==> src/rtl/mqe_pkg.sv <==
`timescale 1ns / 1ps

package mqe_pkg;

  localparam int DELTA_W    = 8;
  localparam int SCALE_W    = 16;
  localparam int STEPS_W    = 8;
  localparam int PERIOD_W   = 20;
  localparam int PROD_W     = STEPS_W + SCALE_W;

  localparam logic [PERIOD_W-1:0] PERIOD_MAX  = {PERIOD_W{1'b1}};
  localparam logic [SCALE_W-1:0]  SCALE_RESET = SCALE_W'(256);

  // largest magnitude times largest scale
  localparam int MAX_DEN = (1 << (DELTA_W - 1)) * ((1 << SCALE_W) - 1);

  localparam int DEF_FULL_SCALE_TICKS = 128;
  localparam int DEF_IDLE_TICKS       = 750000;

  typedef enum logic {
    OP_REPORT = 1'b0,
    OP_TICK   = 1'b1
  } opcode_t;

  typedef struct packed {
    opcode_t                    opcode;
    logic signed [DELTA_W-1:0]  delta_x;
    logic signed [DELTA_W-1:0]  delta_y;
  } in_t;

  typedef struct packed {
    logic x_line_a;
    logic x_line_b;
    logic y_line_a;
    logic y_line_b;
  } out_t;

  typedef enum logic [2:0] {
    ST_IDLE,
    ST_SETUP,
    ST_PREP,
    ST_DIV,
    ST_STORE,
    ST_TICK,
    ST_FIN
  } state_t;

  // quadrature levels: phase 0..3 gives a = 0,1,1,0 and b = 0,0,1,1
  function automatic logic line_a(input logic [1:0] ph);
    return ph[0] ^ ph[1];
  endfunction

  function automatic logic line_b(input logic [1:0] ph);
    return ph[1];
  endfunction

endpackage

==> src/rtl/mouse_quadrature_emulator_top.sv <==
`timescale 1ns / 1ps
// sequence: a tick runs the TICK and FIN states; a report runs SETUP for each axis and
//   PREP, DIV and STORE on the shared divider for each axis with a nonzero product, then FIN
// throughput: one item at a time, and FIN waits until the output register can take the result;
//   in_ready is high only while the sequencer idles,
//   and a finished result waits in the output register while the next item is taken
// reset: synchronous active-high rst clears phases and step counts, loads the idle
//   period into both axes and sets scale to 1.0
module mouse_quadrature_emulator_top #(
  parameter int FULL_SCALE_TICKS = mqe_pkg::DEF_FULL_SCALE_TICKS,
  parameter int IDLE_TICKS       = mqe_pkg::DEF_IDLE_TICKS
) (
  input  logic                         clk,
  input  logic                         rst,
  input  logic                         in_valid,
  output logic                         in_ready,
  input  mqe_pkg::in_t                 in_data,
  output logic                         out_valid,
  input  logic                         out_ready,
  output mqe_pkg::out_t                out_data,
  input  logic                         cfg_we,
  input  logic [mqe_pkg::SCALE_W-1:0]  cfg_data
);
  import mqe_pkg::*;

  // numerator of the period: full-scale ticks in 8.8 units
  localparam int NUM = FULL_SCALE_TICKS * 256;
  // dividend is 2*NUM + den, divisor is 2*den; both fit DW bits
  localparam int DW  = $clog2(2 * NUM + MAX_DEN + 1);
  localparam int CW  = $clog2(DW + 1);

  localparam logic [PERIOD_W-1:0] IDLE_PERIOD = PERIOD_W'(IDLE_TICKS);
  localparam logic [DW-1:0]       TWO_NUM     = DW'(2 * NUM);

  state_t state, state_next;

  // configuration
  logic [SCALE_W-1:0] scale;

  // latched report deltas, y already negated
  logic signed [DELTA_W:0] delta0, delta1;
  logic                    ax;

  // per-axis state
  logic [STEPS_W-1:0]  steps   [2];
  logic                negdir  [2];
  logic [1:0]          phase   [2];
  logic [PERIOD_W-1:0] period  [2];
  logic [PERIOD_W-1:0] cdown   [2];

  // shared multiply / divide unit
  logic [PROD_W-1:0] prod;
  logic [DW-1:0]     rem;
  logic [DW-1:0]     dvd;
  logic [DW-1:0]     dsr;
  logic [CW-1:0]     cnt;

  logic in_xfer;
  logic slot_free;

  // current axis delta, magnitude and sign
  logic signed [DELTA_W:0] cur_delta;
  logic [DELTA_W:0]        cur_mag9;
  logic [STEPS_W-1:0]      cur_mag;
  logic                    cur_neg;
  logic                    cur_zero;

  // one restoring divide step
  logic [DW:0]         rem_sh;
  logic                q_bit;
  logic [DW-1:0]       rem_step;
  logic [PERIOD_W-1:0] quot;

  assign in_xfer   = in_valid && in_ready;
  assign slot_free = !out_valid || out_ready;

  always_comb begin
    cur_delta = ax ? delta1 : delta0;
    cur_neg   = cur_delta[DELTA_W];
    cur_zero  = (cur_delta == '0);
    cur_mag9  = cur_neg ? (DELTA_W+1)'(-cur_delta) : cur_delta;
    cur_mag   = cur_mag9[STEPS_W-1:0];
  end

  always_comb begin
    rem_sh   = {rem, dvd[DW-1]};
    q_bit    = (rem_sh >= {1'b0, dsr});
    rem_step = q_bit ? DW'(rem_sh - {1'b0, dsr}) : rem_sh[DW-1:0];
    quot     = dvd[PERIOD_W-1:0];
  end

  // next state
  always_comb begin
    state_next = state;
    case (state)
      ST_IDLE: begin
        if (in_xfer) begin
          state_next = (in_data.opcode == OP_TICK) ? ST_TICK : ST_SETUP;
        end
      end
      ST_SETUP: begin
        if (cur_zero) begin
          state_next = ax ? ST_FIN : ST_SETUP;
        end else begin
          state_next = ST_PREP;
        end
      end
      ST_PREP: begin
        if (prod == '0) begin
          state_next = ax ? ST_FIN : ST_SETUP;
        end else begin
          state_next = ST_DIV;
        end
      end
      ST_DIV: begin
        if (cnt == CW'(1)) begin
          state_next = ST_STORE;
        end
      end
      ST_STORE: state_next = ax ? ST_FIN : ST_SETUP;
      ST_TICK:  state_next = ST_FIN;
      ST_FIN: begin
        if (slot_free) begin
          state_next = ST_IDLE;
        end
      end
      default:  state_next = ST_IDLE;
    endcase
  end

  // handshake outputs
  always_comb begin
    in_ready = (state == ST_IDLE);
  end

  always_ff @(posedge clk) begin
    if (rst) begin
      state     <= ST_IDLE;
      ax        <= 1'b0;
      out_valid <= 1'b0;
      scale     <= SCALE_RESET;
      for (int i = 0; i < 2; i++) begin
        steps[i]  <= '0;
        negdir[i] <= 1'b0;
        phase[i]  <= '0;
        period[i] <= IDLE_PERIOD;
        cdown[i]  <= IDLE_PERIOD;
      end
    end else begin
      state <= state_next;

      if (cfg_we) begin
        scale <= cfg_data;
      end

      // a new result loads the register when it is empty or as the old one leaves
      if (state == ST_FIN && slot_free) begin
        out_valid <= 1'b1;
      end else if (out_valid && out_ready) begin
        out_valid <= 1'b0;
      end

      case (state)
        ST_IDLE: begin
          if (in_xfer) begin
            delta0 <= (DELTA_W+1)'(in_data.delta_x);
            delta1 <= (DELTA_W+1)'(-((DELTA_W+1)'(in_data.delta_y)));
            ax     <= 1'b0;
          end
        end
        ST_SETUP: begin
          if (cur_zero) begin
            // zero delta: idle period, steps and direction kept
            period[ax] <= IDLE_PERIOD;
            cdown[ax]  <= IDLE_PERIOD;
            ax         <= 1'b1;
          end else begin
            steps[ax]  <= cur_mag;
            negdir[ax] <= cur_neg;
            prod       <= PROD_W'(cur_mag) * PROD_W'(scale);
          end
        end
        ST_PREP: begin
          if (prod == '0) begin
            // zero scale saturates the period
            period[ax] <= PERIOD_MAX;
            cdown[ax]  <= PERIOD_MAX;
            ax         <= 1'b1;
          end else begin
            rem <= '0;
            dvd <= TWO_NUM + DW'(prod);
            dsr <= DW'({prod, 1'b0});
            cnt <= CW'(DW);
          end
        end
        ST_DIV: begin
          rem <= rem_step;
          dvd <= {dvd[DW-2:0], q_bit};
          cnt <= cnt - CW'(1);
        end
        ST_STORE: begin
          // quotient never exceeds NUM, floor at one
          period[ax] <= (quot == '0) ? PERIOD_W'(1) : quot;
          cdown[ax]  <= (quot == '0) ? PERIOD_W'(1) : quot;
          ax         <= 1'b1;
        end
        ST_TICK: begin
          for (int i = 0; i < 2; i++) begin
            if (cdown[i] <= PERIOD_W'(1)) begin
              cdown[i] <= period[i];
              if (steps[i] != '0) begin
                steps[i] <= steps[i] - STEPS_W'(1);
                phase[i] <= negdir[i] ? phase[i] - 2'd1 : phase[i] + 2'd1;
              end
            end else begin
              cdown[i] <= cdown[i] - PERIOD_W'(1);
            end
          end
        end
        ST_FIN: begin
          if (slot_free) begin
            out_data.x_line_a <= line_a(phase[0]);
            out_data.x_line_b <= line_b(phase[0]);
            out_data.y_line_a <= line_a(phase[1]);
            out_data.y_line_b <= line_b(phase[1]);
          end
        end
        default: ;
      endcase
    end
  end

endmodule

==> config.mk <==
export PLATFORM = sky130hd
export DESIGN_NAME = mouse_quadrature_emulator_top
export DESIGN_NICKNAME = d
export VERILOG_FILES = /design/src/rtl/mqe_pkg.sv /design/src/rtl/mouse_quadrature_emulator_top.sv
export SDC_FILE = /design/constraint.sdc
export NUM_CORES = 1
export LEC_CHECK = 0
export BUFFER_PORTS_ARGS = -buffer_cell sky130_fd_sc_hd__buf_2
export CAP_MARGIN = 20
export CORE_ASPECT_RATIO = 0.5
export CORE_MARGIN = 2
export CORE_UTILIZATION = 39
export CTS_CLUSTER_DIAMETER = 150
export CTS_CLUSTER_SIZE = 16
export DETAILED_ROUTE_END_ITERATION = 16
export GPL_ROUTABILITY_DRIVEN = 1
export PLACE_DENSITY = 0.62
export SYNTH_ARGS = -nofsm -noshare
export SYNTH_HDL_FRONTEND = slang
export SYNTH_SLANG_ARGS = --single-unit
==> constraint.sdc <==
create_clock -name clk -period 16.45 [get_ports clk]
set_clock_uncertainty 0.2 [all_clocks]
set_input_delay 4.1125 -clock clk [delete_from_list [all_inputs] [get_ports clk]]
set_output_delay 4.1125 -clock clk [all_outputs]
set_load 0.01 [all_outputs]
==> impl_metrics.tcl <==
set metrics [dict create \
    outcome "finished clean" \
    die_w_microns 297.4 \
    startpoint_type "register" \
    crit_end "prod[22]$_DFFE_PP_" \
    vias_per_cell 5.251 \
    nets 1906 \
    clock_latency_ns 0.53 \
    path_max_fanout 39 \
    r2r_cells 28 \
    timing.final.setup_violations 0 \
    final_common_cell "edfxtp_1" \
    ir_drop_mv 0.08054 \
    fin_setup_tns_ns 0 \
    critPathArrivalTime_ns 7.71 \
    synth-seq-cells 244 \
    grt_pass1_wl_mm 62.26 \
    r2r_setup_slack_ns 8.80 \
    synth_edf_count 223 \
    dr.first_iter.drc_count 885 \
    cts_tree "done" \
    powerDensity_nw_per_um2 128.2 \
    syn_avg_cell_area_sq_um 9.988 \
    grt_antenna_before_repair 0 \
    async_flop_share 0 \
    tightest_slew_ns 1.041 \
    die_y_microns 150.7 \
    timing.rr.end "prod[22]$_DFFE_PP_" \
    cp_top_family "adder cells" \
    critPathBufInv 6 \
    cts-hold-fix-buffers 0 \
    power.leakage_nw 7.188 \
    cap_viol_max_count 0 \
    clockPowerShare 0.192 \
    synth.distinct_cells 71 \
    drive_gt1_frac 0.06122 \
    area_growth_pct 8.384 \
    place_hpwl_mm 28.17 \
    post_cts_buffers 0 \
    drt_wl_total_mm 38.28 \
    grt_pass1_vias 11560 \
    fin_util 0.4308 \
    ant_nets 0 \
    dp_cells 2257 \
    hold_depth 0 \
    r2r_start "ax$_SDFFE_PP0P_" \
    period_share 0.4653 \
    finalNonFillerCells 2292 \
    hold_violations 0 \
    min_path_type "register to register" \
    h-tree-depth 1 \
    critPathKind "register to register" \
    p_comb_frac 0.424 \
    cp_common_cell "fa_1" \
    final_cell_mix "223 x edfxtp_1, 201 x nand2_1, 171 x inv_1" \
    portBuffers 43 \
    p_sw_mw 0.9175 \
    postCtsResizedCells 0 \
    drcViolationCount 0 \
    io_pins 44 \
    num_vias 12040 \
    row_count 53 \
    cts_made_buffers 19 \
    grt_use_total 0.1714 \
    required_ns 16.51 \
    netlist_area_sq_um 16790 \
    wl_per_cell_microns 16.70 \
    critPathLaunch "ax$_SDFFE_PP0P_" \
    cts_sinks 244 \
    grt-ovfl-total 0 \
    slew_headroom 0.3044 \
    internal-power_mw 1.416 \
    pwr-share-seq 0.384 \
    dr.pass1.iters 5 \
    core_area_sq_um 42240 \
    critPathCaptureType "register" \
    period_needed_ns 7.654 \
    grt_setup_unrepaired "false" \
    ys_warn_count 0 \
    start_util 0.3975 \
    gp_congestion 0.8380 \
    clkTransAtPathRegs_ns 0.07 \
    max_freq_mhz 130.7 \
    cp_slowest_stage_delay_ns 0.54 \
    die_area_sq_um 44830 \
    seq_area_frac_synth 0.4239 \
    synth_top_flop_cell "edfxtp_1" \
    root_buffer "clkbuf_16" \
    cp_slowest_cell "fa_1" \
    worst-path-stages 28 \
    grt_max_degree 54 \
    swShare 0.3932 \
    cts_max_path_buffers 3 \
    synth_fp_nets 1885 \
    antennaDiodeCount 0 \
    netlist_instances 1681 \
    finalMaxSlewViolations 0 \
]
==> metrics by stage <==
step	instance area [sq um]	hold WS (ns)	setup WS [ns]	total power, mW
3_3_place_gp	17630	0.2590	8.981	1.885
4_1_cts	18180	0.2766	8.757	2.350
3_5_place_dp	17630	0.2587	8.785	1.895
2_1_floorplan	16790	0.2473	7.389	1.631
5_1_grt	18200	0.2837	8.315	2.525
6_report	18200	0.2729	8.796	2.333
==> per-layer routing <==
metal,GRT usage,share of wire
met1,0.2508,0.49
met2,0.2735,0.45
met3,0.02381,0.047
met4,0.03182,0.014
met5,0,0
==> power groups by stage <==
stage          clock (mW)  sequential [mW]  combinational [mW]
2_1_floorplan           0            0.866               0.765
5_1_grt             0.483            0.905                1.14
6_report            0.449            0.895               0.990
3_5_place_dp            0            0.907               0.987
3_3_place_gp            0            0.907               0.978
4_1_cts             0.461            0.894               0.995
==> state kept, by name, summed over array words and instances (netlist names), 5 cells and up <==
signal  flops
cdown      40
period     40
dvd        24
prod       24
rem        24
dsr        23
scale      16
steps      16
delta1      9
delta0      8
cnt         5
==> cells by family (layout without fill, tap and decap cells) <==
logic type,after synthesis,after routing,synth area share
compound gates,280,280,0.1086
xor+xnor,102,102,0.05321
fa+ha+maj,166,166,0.1617
buf+inv,236,270,0.05403
flops,244,244,0.4239
mux,25,25,0.01490
simple gates,628,628,0.1837
==> layout make-up <==
type	count	area, sq um
fill	4076	24040
clock inverter	2	25.02
timing repair buffer	64	380.4
multi-input combinational	1201	8783
sequential	244	7117
clock buffer	32	524.3
tap	577	721.9
inverter	172	645.6
==> cells in the mapped netlist, types with 4 or more instances <==
library cell / count / area (sq um)
o22a_1: 6 / 52.55
nand2_1: 201 / 754.5
o21bai_1: 7 / 52.55
ha_1: 81 / 1013
dfxtp_1: 21 / 420.4
a22o_1: 4 / 35.03
or4_1: 8 / 60.06
a211oi_1: 6 / 45.04
xnor2_1: 59 / 516.8
nand3b_1: 6 / 45.04
xor2_1: 43 / 376.6
nor2_1: 131 / 491.7
a31oi_1: 10 / 62.56
nand3_1: 27 / 135.1
or2_2: 7 / 43.79
nor3_1: 37 / 185.2
o21a_1: 13 / 97.59
buf_2: 5 / 25.02
or3_1: 19 / 118.9
mux2i_1: 25 / 250.2
inv_1: 171 / 641.9
nand4_1: 9 / 56.30
nor4b_1: 4 / 35.03
o211ai_1: 9 / 67.56
nor2b_1: 19 / 118.9
buf_1: 5 / 18.77
a21boi_0: 10 / 75.07
a21o_1: 28 / 210.2
o21ai_0: 53 / 265.3
fa_1: 85 / 1702
and3_1: 9 / 56.30
edfxtp_1: 223 / 6696
a21oi_1: 70 / 350.3
clkbuf_1: 52 / 195.2
o22ai_1: 26 / 162.7
nor4_1: 25 / 156.4
and2_1: 90 / 563.0
nand2b_1: 23 / 143.9
==> how the worst min path moves through the flow <==
stage                                    from               endpoint  slack, ns
floorplan           phase[0][3]$_SDFFCE_PN0P_  out_data[0]$_DFFE_PP_       0.25
global placement    phase[0][3]$_SDFFCE_PN0P_  out_data[0]$_DFFE_PP_       0.26
detailed placement  phase[0][3]$_SDFFCE_PN0P_  out_data[0]$_DFFE_PP_       0.26
CTS                 phase[0][3]$_SDFFCE_PN0P_  out_data[0]$_DFFE_PP_       0.28
global route        phase[0][3]$_SDFFCE_PN0P_  out_data[0]$_DFFE_PP_       0.28
finish              phase[0][3]$_SDFFCE_PN0P_  out_data[0]$_DFFE_PP_       0.27
==> worst register-to-register path: cells and delay by family, from the launching register on <==
family                     cells  cell delay (ns)
AOI/OAI and AO/OA              8             1.70
xor gates and xnor gates       2             0.33
adders and majority gates      5             2.45
buffers and inverters          6             1.13
DFF                            1             0.31
and+or+nand+nor                7             1.27
Note: power is estimated with default switching activity, not from simulation.
